===== src/rtl/fwcm_pkg.sv =====
`default_nettype none
// ----------------------------------------------------------------------------
// Fixed-wing control mixer package
// Shared types, register indexes, mode codes and pulse constants.
// ----------------------------------------------------------------------------
package fwcm_pkg;

    localparam int unsigned PULSE_W = 11;
    localparam int unsigned CMD_W   = 16;

    typedef logic [PULSE_W-1:0] pulse_t;

    typedef struct packed {
        pulse_t right_aileron;
        pulse_t left_aileron;
        pulse_t elevator;
        pulse_t throttle;
        pulse_t rudder;
    } pulses_t;

    typedef struct packed {
        pulses_t pulses;
        logic    updated;
    } mix_result_t;

    // Configuration register indexes
    localparam logic [1:0] REG_MIXER_MODE = 2'd0;
    localparam logic [1:0] REG_MIX_ENABLE = 2'd1;

    // Mixer mode codes
    localparam logic [2:0] MODE_STANDARD     = 3'd0;
    localparam logic [2:0] MODE_ELEVON       = 3'd1;
    localparam logic [2:0] MODE_VTAIL        = 3'd2;
    localparam logic [2:0] MODE_DUAL_AILERON = 3'd3;
    localparam logic [2:0] MODE_FLAPERON     = 3'd4;

    // Reset pulse widths in microseconds
    localparam pulse_t PULSE_CENTRE   = 11'd1500;
    localparam pulse_t PULSE_THR_IDLE = 11'd1000;

endpackage : fwcm_pkg
`default_nettype wire


===== src/rtl/fwcm_mix.sv =====
`default_nettype none
// ----------------------------------------------------------------------------
// Fixed-wing control mixer datapath
// Saturates one command set and mixes it into five servo pulse widths.
// ----------------------------------------------------------------------------
module fwcm_mix
(
    input  wire logic signed [15:0] roll_cmd,
    input  wire logic signed [15:0] pitch_cmd,
    input  wire logic signed [15:0] yaw_cmd,
    input  wire logic signed [15:0] throttle_cmd,
    input  wire logic [2:0]         mixer_mode,
    input  wire logic               mix_enable,
    input  wire fwcm_pkg::pulses_t  held,
    output fwcm_pkg::mix_result_t   result
);

    localparam logic signed [15:0] Q14_ONE     = 16'sd16384;
    localparam logic signed [15:0] Q14_NEG_ONE = -16'sd16384;

    // Gains, pre-multiplied by the Q14 mixing coefficients where needed
    localparam logic signed [11:0] G_450  = 12'sd450;
    localparam logic signed [11:0] G_500  = 12'sd500;
    localparam logic signed [11:0] G_1000 = 12'sd1000;
    localparam logic signed [11:0] G_200  = 12'sd200;
    localparam logic signed [24:0] G_YAW_RUD  = 25'sd5161050;  // 11469 * 450
    localparam logic signed [24:0] G_ROLL_RUD = 25'sd1106100;  // 2458 * 450
    localparam logic signed [24:0] G_PITCH_V  = 25'sd8192000;  // 16384 * 500
    localparam logic signed [24:0] G_YAW_V    = 25'sd5734500;  // 11469 * 500
    localparam logic signed [11:0] OFF_MAX    = 12'sd500;
    localparam logic signed [11:0] OFF_MIN    = -12'sd500;

    function automatic logic signed [15:0] sat_sym(input logic signed [15:0] v);
        logic signed [15:0] s;
        s = v;
        if (v > Q14_ONE)
            s = Q14_ONE;
        else if (v < Q14_NEG_ONE)
            s = Q14_NEG_ONE;
        return s;
    endfunction

    function automatic logic signed [15:0] sat_pos(input logic signed [15:0] v);
        logic signed [15:0] s;
        s = v;
        if (v > Q14_ONE)
            s = Q14_ONE;
        else if (v < 16'sd0)
            s = 16'sd0;
        return s;
    endfunction

    function automatic logic signed [15:0] clamp_sum(input logic signed [16:0] v);
        logic signed [15:0] s;
        s = 16'(v);
        if (v > 17'sd16384)
            s = Q14_ONE;
        else if (v < -17'sd16384)
            s = Q14_NEG_ONE;
        return s;
    endfunction

    function automatic logic signed [11:0] clamp_off(input logic signed [11:0] v);
        logic signed [11:0] s;
        s = v;
        if (v > OFF_MAX)
            s = OFF_MAX;
        else if (v < OFF_MIN)
            s = OFF_MIN;
        return s;
    endfunction

    function automatic fwcm_pkg::pulse_t to_pulse(input logic signed [11:0] offs);
        logic signed [11:0] s;
        s = 12'sd1500 + offs;
        return s[10:0];
    endfunction

    function automatic fwcm_pkg::pulse_t to_thr_pulse(input logic signed [11:0] offs);
        logic signed [11:0] s;
        s = 12'sd1000 + offs;
        return s[10:0];
    endfunction

    logic signed [15:0] rs, ps, ys, ts, nrs, nps;
    logic signed [25:0] r450, nr450, np500, t1000, y450, r200, nr200;
    logic signed [25:0] elv_sum500, elv_dif500;
    logic signed [15:0] elv_sum, elv_dif;
    logic signed [39:0] rud_std, vt_sum, vt_dif;

    assign rs  = sat_sym(roll_cmd);
    assign ps  = sat_sym(pitch_cmd);
    assign ys  = sat_sym(yaw_cmd);
    assign ts  = sat_pos(throttle_cmd);
    assign nrs = -rs;
    assign nps = -ps;

    assign r450  = 26'(rs) * 26'(G_450);
    assign nr450 = 26'(nrs) * 26'(G_450);
    assign np500 = 26'(nps) * 26'(G_500);
    assign t1000 = 26'(ts) * 26'(G_1000);
    assign y450  = 26'(ys) * 26'(G_450);
    assign r200  = 26'(rs) * 26'(G_200);
    assign nr200 = 26'(nrs) * 26'(G_200);

    assign elv_sum    = clamp_sum(17'(ps) + 17'(rs));
    assign elv_dif    = clamp_sum(17'(ps) - 17'(rs));
    assign elv_sum500 = 26'(elv_sum) * 26'(G_500);
    assign elv_dif500 = 26'(elv_dif) * 26'(G_500);

    assign rud_std = 40'(ys) * 40'(G_YAW_RUD) + 40'(rs) * 40'(G_ROLL_RUD);
    assign vt_sum  = 40'(ps) * 40'(G_PITCH_V) + 40'(ys) * 40'(G_YAW_V);
    assign vt_dif  = 40'(ps) * 40'(G_PITCH_V) - 40'(ys) * 40'(G_YAW_V);

    fwcm_pkg::pulse_t right_std, left_std, elev_std, thr_p;

    assign right_std = to_pulse(12'(r450 >>> 14));
    assign left_std  = to_pulse(12'(nr450 >>> 14));
    assign elev_std  = to_pulse(12'(np500 >>> 14));
    assign thr_p     = to_thr_pulse(12'(t1000 >>> 14));

    always_comb
    begin
        result.pulses  = held;
        result.updated = 1'b0;
        if (mix_enable)
        begin
            result.updated         = 1'b1;
            result.pulses.throttle = thr_p;
            case (mixer_mode) inside
                fwcm_pkg::MODE_STANDARD, fwcm_pkg::MODE_DUAL_AILERON:
                begin
                    result.pulses.right_aileron = right_std;
                    result.pulses.left_aileron  = left_std;
                    result.pulses.elevator      = elev_std;
                    result.pulses.rudder        = to_pulse(12'(rud_std >>> 28));
                end
                fwcm_pkg::MODE_ELEVON:
                begin
                    result.pulses.elevator      = to_pulse(12'(elv_sum500 >>> 14));
                    result.pulses.right_aileron = to_pulse(12'(elv_dif500 >>> 14));
                    result.pulses.left_aileron  = to_pulse(12'(elv_dif500 >>> 14));
                    result.pulses.rudder        = fwcm_pkg::PULSE_CENTRE;
                end
                fwcm_pkg::MODE_VTAIL:
                begin
                    result.pulses.right_aileron = right_std;
                    result.pulses.left_aileron  = left_std;
                    result.pulses.elevator      = to_pulse(clamp_off(12'(vt_sum >>> 28)));
                    result.pulses.rudder        = to_pulse(clamp_off(12'(vt_dif >>> 28)));
                end
                fwcm_pkg::MODE_FLAPERON:
                begin
                    result.pulses.right_aileron = to_pulse(12'(r200 >>> 14));
                    result.pulses.left_aileron  = to_pulse(12'(nr200 >>> 14));
                    result.pulses.elevator      = elev_std;
                    result.pulses.rudder        = to_pulse(12'(y450 >>> 14));
                end
                default:
                begin
                    // hold on an undefined mode
                    result.pulses  = held;
                    result.updated = 1'b0;
                end
            endcase
        end
    end

endmodule : fwcm_mix
`default_nettype wire


===== src/rtl/fixed_wing_control_mixer.sv =====
`default_nettype none
// ----------------------------------------------------------------------------
// Fixed-wing control mixer
// Mixes roll, pitch, yaw and throttle commands into five servo pulse widths.
// ----------------------------------------------------------------------------
// Each beat passes through an input register and a result register. Throughput:
// one beat per cycle while out_ready is high; the mixer is a single pass of
// constant multiplies and clamps. Reset clears mode and enable and loads the
// held pulses with 1500 us each, throttle 1000 us.
// ----------------------------------------------------------------------------
module fixed_wing_control_mixer
(
    input  wire logic               clk,
    input  wire logic               rst_n,
    input  wire logic               cfg_valid,
    output logic                    cfg_ready,
    input  wire logic [1:0]         cfg_index,
    input  wire logic [2:0]         cfg_data,
    input  wire logic               in_valid,
    output logic                    in_ready,
    input  wire logic signed [15:0] roll_cmd,
    input  wire logic signed [15:0] pitch_cmd,
    input  wire logic signed [15:0] yaw_cmd,
    input  wire logic signed [15:0] throttle_cmd,
    output logic                    out_valid,
    input  wire logic               out_ready,
    output logic [10:0]             right_aileron_us,
    output logic [10:0]             left_aileron_us,
    output logic [10:0]             elevator_us,
    output logic [10:0]             throttle_us,
    output logic [10:0]             rudder_us,
    output logic                    outputs_updated
);

    logic [2:0]         mode_reg;
    logic               enable_reg;
    logic               s1_valid_reg, s1_valid_next;
    logic signed [15:0] roll_reg, pitch_reg, yaw_reg, throttle_reg;
    logic               out_valid_reg, out_valid_next;
    fwcm_pkg::pulses_t  held_reg;
    logic               updated_reg;
    fwcm_pkg::mix_result_t mix_res;
    logic               in_fire, s2_ready, s1_advance;

    assign cfg_ready  = 1'b1;
    assign s2_ready   = !out_valid_reg || out_ready;
    assign in_ready   = !s1_valid_reg || s2_ready;
    assign in_fire    = in_valid && in_ready;
    assign s1_advance = s1_valid_reg && s2_ready;

    assign s1_valid_next  = in_fire || (s1_valid_reg && !s2_ready);
    assign out_valid_next = s1_advance || (out_valid_reg && !out_ready);

    always_ff @(posedge clk or negedge rst_n)
    begin
        if (!rst_n)
        begin
            mode_reg   <= fwcm_pkg::MODE_STANDARD;
            enable_reg <= 1'b0;
        end
        else if (cfg_valid && cfg_ready)
        begin
            unique case (cfg_index)
                fwcm_pkg::REG_MIXER_MODE: mode_reg   <= cfg_data;
                fwcm_pkg::REG_MIX_ENABLE: enable_reg <= cfg_data[0];
                default:
                begin
                    // drop writes to unknown registers
                end
            endcase
        end
    end

    always_ff @(posedge clk or negedge rst_n)
    begin
        if (!rst_n)
        begin
            s1_valid_reg  <= 1'b0;
            out_valid_reg <= 1'b0;
            updated_reg   <= 1'b0;
            held_reg      <= '{right_aileron: fwcm_pkg::PULSE_CENTRE,
                               left_aileron:  fwcm_pkg::PULSE_CENTRE,
                               elevator:      fwcm_pkg::PULSE_CENTRE,
                               throttle:      fwcm_pkg::PULSE_THR_IDLE,
                               rudder:        fwcm_pkg::PULSE_CENTRE};
        end
        else
        begin
            s1_valid_reg  <= s1_valid_next;
            out_valid_reg <= out_valid_next;
            if (s1_advance)
            begin
                held_reg    <= mix_res.pulses;
                updated_reg <= mix_res.updated;
            end
        end
    end

    always_ff @(posedge clk)
    begin
        if (in_fire)
        begin
            roll_reg     <= roll_cmd;
            pitch_reg    <= pitch_cmd;
            yaw_reg      <= yaw_cmd;
            throttle_reg <= throttle_cmd;
        end
    end

    fwcm_mix u_mix
    (
        .roll_cmd     (roll_reg),
        .pitch_cmd    (pitch_reg),
        .yaw_cmd      (yaw_reg),
        .throttle_cmd (throttle_reg),
        .mixer_mode   (mode_reg),
        .mix_enable   (enable_reg),
        .held         (held_reg),
        .result       (mix_res)
    );

    assign out_valid        = out_valid_reg;
    assign right_aileron_us = held_reg.right_aileron;
    assign left_aileron_us  = held_reg.left_aileron;
    assign elevator_us      = held_reg.elevator;
    assign throttle_us      = held_reg.throttle;
    assign rudder_us        = held_reg.rudder;
    assign outputs_updated  = updated_reg;

endmodule : fixed_wing_control_mixer
`default_nettype wire


===== config.mk =====
export PLATFORM = sky130hd
export DESIGN_NAME = fixed_wing_control_mixer
export DESIGN_NICKNAME = d
export VERILOG_FILES = /design/src/rtl/fwcm_pkg.sv /design/src/rtl/fwcm_mix.sv /design/src/rtl/fixed_wing_control_mixer.sv
export SDC_FILE = /design/constraint.sdc
export NUM_CORES = 2
export LEC_CHECK = 0
export BUFFER_PORTS_ARGS = -buffer_cell sky130_fd_sc_hd__buf_2
export CORE_MARGIN = 2
export CORE_UTILIZATION = 66
export CTS_BUF_LIST = sky130_fd_sc_hd__clkbuf_8
export DETAILED_ROUTE_END_ITERATION = 7
export MAX_ROUTING_LAYER = met4
export PLACE_DENSITY = 0.84
export SETUP_SLACK_MARGIN = 0.15
export SLEW_MARGIN = 20
export SYNTH_ARGS = -nofsm -noshare
export SYNTH_HDL_FRONTEND = slang
export SYNTH_SLANG_ARGS = --single-unit

===== constraint.sdc =====
create_clock -name clk -period 17.18 [get_ports clk]
set_input_delay 3.436 -clock clk [delete_from_list [all_inputs] [get_ports clk]]
set_output_delay 3.436 -clock clk [all_outputs]
set_load 0.05 [all_outputs]

---- Yosys cells after proc, flatten, opt, wreduce, memory -nomap -nowiden ----
Cells that the tools add are included.
operators by class
  $add $sub $neg .......................... 19
  $mul .................................... 13
  divide/modulo/power cells ............... 0
  $lt $le $gt $ge ......................... 16
  eq/ne operators ......................... 5
  shift operators ......................... 0
  mux-type cells .......................... 41
  bitwise logic cells ..................... 0
  reduce and logical (&&, ||, !) cells .... 19
operator list
  kind                                                                                number
  11-bit 2-to-1 mux                                                                   20
  16-bit 2-to-1 mux                                                                   12
  11-bit adder (first input constant)                                                 12
  33-bit 2-to-1 mux                                                                   4
  16-bit by 9-bit multiplier with 24-bit output (second input constant)               3
  16-bit by 8-bit multiplier with 23-bit output (second input constant)               3
  16-bit greater-than comparator (second input constant)                              4
  16-bit by 15-bit less-than comparator with 1-bit output (second input constant)     3
  16-bit by 6-bit multiplier with 22-bit output (second input constant)               2
  40-bit adder                                                                        1
  40-bit subtractor                                                                   1
  39-bit adder                                                                        1
  16-bit by 22-bit multiplier with 38-bit output (second input constant)              1
  16-bit by 23-bit multiplier with 38-bit output (second input constant)              1
  16-bit by 20-bit multiplier with 36-bit output (second input constant)              1
  17-bit by 16-bit greater-than comparator with 1-bit output (second input constant)  2
  17-bit by 15-bit less-than comparator with 1-bit output (second input constant)     2
  16-bit negator                                                                      2
  12-bit by 10-bit greater-than comparator with 1-bit output (second input constant)  2
  12-bit by 10-bit less-than comparator with 1-bit output (second input constant)     2
  16-bit by 8-bit multiplier with 24-bit output (second input constant)               1
  16-bit by 8-bit multiplier with 22-bit output (second input constant)               1
  16-bit by 16-bit adder with 17-bit output                                           1
  16-bit by 16-bit subtractor with 17-bit output                                      1
  other kinds (15)                                                                    30
word-level totals
  register bits after elaboration ......... 126
  bits in latches ......................... 0
  RAM bits ................................ 0
  memory bits (read-only) ................. 0
  input port bits ......................... 74
  output and inout port bits .............. 59
  logic and storage cells ................. 127
  memories ................................ 0

---- Depth between registers and ports, before layout ----
  word-level depth ........................ 16
  gate-level depth with buffers ........... 54

---- By module ----
Synthesis repeated with hierarchy kept, for this count alone.
second synthesis, totals
  cell total of the unflattened synthesis .. 5632
  area, all modules ....................... 50363.3 um2
by module, submodules not included
  module                    times used  cells each  area an instance (um2)
  fwcm_mix                  1           5430        45881.5
  fixed_wing_control_mixer  1           202         4481.8

---- Worst setup path before layout ----
Ideal clock, no wire load.
  path kind ............................... flip-flop to flip-flop
  start point ............................. register yaw_reg[8]
  end point ............................... register held_reg (netlist bit elevator_us[8])
  arrival ................................. 10055 ps
  slack ................................... 7036 ps
  cell stages (with the launch flop) ...... 46
  path buffers ............................ 2
  period minus slack after synthesis ...... 10144 ps
  cells stage by stage .................... edfxtp_1 nor4_1 nand4_1 a21oi_1 clkbuf_1 nand2_1 inv_1 ha_1 ha_1 inv_1 fa_1 inv_1 fa_1 inv_1 fa_1 fa_1 inv_1 ha_1 [... 10 more ...] clkbuf_1 a21oi_1 nor2_1 a311o_1 nor2_1 o21bai_1 a22o_1 or4_1 a32o_1 nand3_1 a21bo_2 nor2_1 ha_1 nand2_1 o211a_1 or4_1 a221oi_1 a21oi_1
between the ends
  cells in the longest elaborated chain, start to end .. 16
  elaborated cells between the ends (all ways) .. 18
ends and longest elaborated chain
  element                                                  RTL line                         RTL
  start: declaration                                       fixed_wing_control_mixer.sv:38   logic signed [15:0] roll_reg, pitch_reg, yaw_reg, throttle_reg;
  start signal: assignment                                 fixed_wing_control_mixer.sv:105  yaw_reg <= yaw_cmd;
  16-bit by 15-bit less-than comparator with 1-bit output  fwcm_mix.sv:38                   else if (v < Q14_NEG_ONE)
  16-bit 2-to-1 mux                                        fwcm_mix.sv:38
  16-bit 2-to-1 mux *                                      fwcm_mix.sv:36                   if (v > Q14_ONE)
  16-bit by 22-bit multiplier with 38-bit output *         fwcm_mix.sv:112                  assign vt_sum = 40'(ps) * 40'(G_PITCH_V) + 40'(ys) * 40'(G_YAW_V);
  40-bit adder *                                           fwcm_mix.sv:112
  12-bit by 10-bit less-than comparator with 1-bit output  fwcm_mix.sv:68                   else if (v < OFF_MIN)
  11-bit 2-to-1 mux                                        fwcm_mix.sv:68
  11-bit 2-to-1 mux *                                      fwcm_mix.sv:66                   if (v > OFF_MAX)
  11-bit 2-to-1 mux * (3 in series)                        fwcm_mix.sv:130                  case (mixer_mode) inside
  11-bit 2-to-1 mux *                                      fwcm_mix.sv:126                  if (mix_enable)
  11-bit adder *                                           fwcm_mix.sv:75                   s = 12'sd1500 + offs;
  33-bit 2-to-1 mux * (3 in series)                        fwcm_mix.sv:130
  end signal: assignment                                   fixed_wing_control_mixer.sv:81   held_reg <= '{right_aileron: fwcm_pkg::PULSE_CENTRE,
  end signal: assignment                                   fixed_wing_control_mixer.sv:93   held_reg <= mix_res.pulses;
  end: declaration                                         fixed_wing_control_mixer.sv:40   fwcm_pkg::pulses_t held_reg;
Mark *: on every way between the ends. The rest lies on a longest branch, timed or not. The select of a mux whose other input is x is not followed.
A chain may end at the register's enable or synchronous reset.

---- Worst setup path in the final report ----
  start point ............................. register roll_reg[15]
  end point ............................... register held_reg (netlist bit rudder_us[10])
between the ends
  cells in the longest elaborated chain, start to end .. 7
  elaborated cells between the ends (all ways) .. 8
ends and longest elaborated chain
  element                                                  RTL line                         RTL
  start: declaration                                       fixed_wing_control_mixer.sv:38
  start signal: assignment                                 fixed_wing_control_mixer.sv:103  roll_reg <= roll_cmd;
  16-bit by 15-bit less-than comparator with 1-bit output  fwcm_mix.sv:38
  16-bit 2-to-1 mux                                        fwcm_mix.sv:38
  16-bit 2-to-1 mux *                                      fwcm_mix.sv:36
  16-bit by 20-bit multiplier with 36-bit output *         fwcm_mix.sv:111                  assign rud_std = 40'(ys) * 40'(G_YAW_RUD) + 40'(rs) * 40'(G_ROLL_RUD);
  39-bit adder *                                           fwcm_mix.sv:111
  11-bit adder *                                           fwcm_mix.sv:75
  11-bit 2-to-1 mux *                                      fwcm_mix.sv:130
Mark *: on every way between the ends. The rest lies on a longest branch, timed or not.

==> results_dict.tcl <==
set metrics [dict create \
    h-tree-depth 4 \
    globalRouteOverflowTotal 0 \
    cap_viol_max_count 0 \
    synthCells 5328 \
    die_h_microns 274.9 \
    ant_nets 0 \
    drc 0 \
    synth_warnings 0 \
    slew_viol_final 0 \
    r2r_cells 48 \
    place_hpwl_microns 111000 \
    multi_input_area_sq_mm 0.04058 \
    grt_max_degree 65 \
    critPathSlowestCell "a2111oi_0" \
    final.setup.tns_ps 0 \
    gp_congestion 1.025 \
    core_area_sq_mm 0.07283 \
    ys.flop_type "edfxtp_1" \
    rrSetupSlack_ps 4660 \
    cp-end-kind "flip-flop" \
    seq_area_frac_synth_pct 7.260 \
    routedWlPerCell_microns 20.37 \
    setup_viol 0 \
    cts_hold_buf 0 \
    via_per_inst 6.061 \
    max_clock_freq_mhz 79.87 \
    yosys.area.top_type "ha_1" \
    critPathKind "flip-flop to flip-flop" \
    hold_viol 0 \
    port_buffers 131 \
    setup.worst_path.start "roll_reg[15]" \
    slew_headroom_pct 22.66 \
    cts_tree "yes" \
    cts.sinks 126 \
    drt-initial-drc-count 3098 \
    syn_avg_cell_area_sq_um 9.089 \
    endpoint "rudder_us[10]" \
    regArea_sq_mm 0.003516 \
    clock_skew_ps 33.22 \
    vias 38740 \
    clock_tree.buffer_depth 2 \
    postLayoutCoreUtil_pct 69.43 \
    period_share_pct 72.88 \
    grt_pass1_vias 38720 \
    synth_edf_count 64 \
    rsz0062_at_grt "no" \
    root_buffer "clkbuf_8" \
    nNetsFinal 7172 \
    synth_common_cells "ha_1 (1077), inv_1 (1068), fa_1 (603), nand2_1 (285), nor2_1 (273)" \
    dieWidth_microns 274.9 \
    synth-async-reset-ratio_pct 49.21 \
    path_clk_slew_ps 90 \
    drive_above_1_share_pct 6.205 \
    whs_ps 466.0 \
    finalInstanceArea_sq_mm 0.05057 \
    initial_core_util_pct 66.49 \
    cts_resized 0 \
    syn_to_final_growth_pct 4.423 \
    yosysMostFrequentCell "ha_1" \
    clk_latency_ps 590 \
    grt_pass1_wl_microns 206500 \
    start_kind "flip-flop" \
    fillCellCount 5605 \
    worst_slew_pin_slew_ps 1160 \
    synth_top_area_share_pct 27.83 \
    cp_max_fo 28 \
    final.min_clock_period_ps 12520 \
    synth_area_leaders "ha_1 (28%), fa_1 (25%), inv_1 (8.3%)" \
    worstPathArrival_ps 12990 \
    worst_hold_path_type "flip-flop to flip-flop" \
    slowest_delay_ps 830 \
    post_cts.repair.setup_buffers 0 \
    ys_ff_latch 126 \
    num_rows 99 \
    placed_area_sq_mm 0.05014 \
    syn-cell-area_sq_mm 0.04843 \
    drt-pass1-iter-count 5 \
    cp.required_ps 17650 \
    timing.rr.start "roll_reg[15]" \
    numCtsBuffers 17 \
    ios 133 \
    routed_wl_microns 130200 \
    status "completed" \
    die_area_sq_mm 0.07556 \
    antenna_found_initial 2 \
    grt_use_total_pct 36.15 \
    timing.rr.end "rudder_us[10]" \
    synth_cell_type_count 116 \
]
## cells by family after synthesis
| kind of cell | after synthesis | synth area share [%] |
|---|---|---|
| AOI/OAI and AO/OA | 890 | 12.67 |
| adders and majority gates | 1681 | 52.77 |
| muxes | 22 | 0.5116 |
| xor gates and xnor gates | 351 | 6.407 |
| and+or+nand+nor | 1101 | 11.35 |
| other | 2 | 0.01551 |
| DFF | 126 | 7.260 |
| buffers and inverters | 1155 | 9.012 |
## cell type report
class,count,area share (%)
clock buffers,17,0.4627
clock inverters,15,0.3711
diodes,2,0.009897
well taps,959,2.373
repair buffers,153,1.628
multi-input cells,4049,80.25
inverters,1071,7.950
flip-flops and latches,126,6.953
## metal layers
metal | up-vias | wire length [microns] | GRT usage (%)
met1 | 18760 | 54210 | 46.98
met4 | 0 | 5590 | 14.42
li1 | 18030 | - | -
met3 | 291 | 11820 | 6.956
met5 | - | 0 | -
met2 | 1656 | 58580 | 55.71
## critical path, delay by kind of cell, from the launching register on
family / cells / cell delay [ps]
AO/OA/AOI/OAI: 17 / 3880
XOR/XNOR: 3 / 540
adder cells (fa/ha/maj): 9 / 3460
buffers and inverters: 6 / 1440
flip-flops: 1 / 340
AND/OR/NAND/NOR: 13 / 2720
## how the worst min path moves through the flow
stage,from,end,depth (start not counted)
after detailed placement,right_aileron_us[6],right_aileron_us[6],2
after floorplan,s1_valid_reg,out_valid,1
after global placement,right_aileron_us[6],right_aileron_us[6],2
after CTS,right_aileron_us[6],right_aileron_us[6],2
final,right_aileron_us[6],right_aileron_us[6],2
after global routing,right_aileron_us[6],right_aileron_us[6],2
## stage by stage
step                      instances  setup WS (ps)
final                          6392           4659
after global routing           6392           3827
after CTS                      6390           4902
after detailed placement       6358           5012
after global placement         6358           5336
after floorplan                5330           7036
## layout by cell type, fill, tap and decap left out, drive strengths merged, types with 47 or more instances in the layout
| cell | instances |
|---|---|
| a21o | 73 |
| a21oi | 235 |
| buf | 153 |
| edfxtp | 64 |
| fa | 603 |
| ha | 1077 |
| inv | 1076 |
| nand2 | 285 |
| nand3 | 66 |
| nor2 | 273 |
| nor2b | 47 |
| nor3 | 91 |
| o21ai | 158 |
| xnor2 | 255 |
| xor2 | 95 |
Power is left out: the tool's default activity adds up to more than one toggle a clock period on the data nets, which glitch-free logic cannot reach.
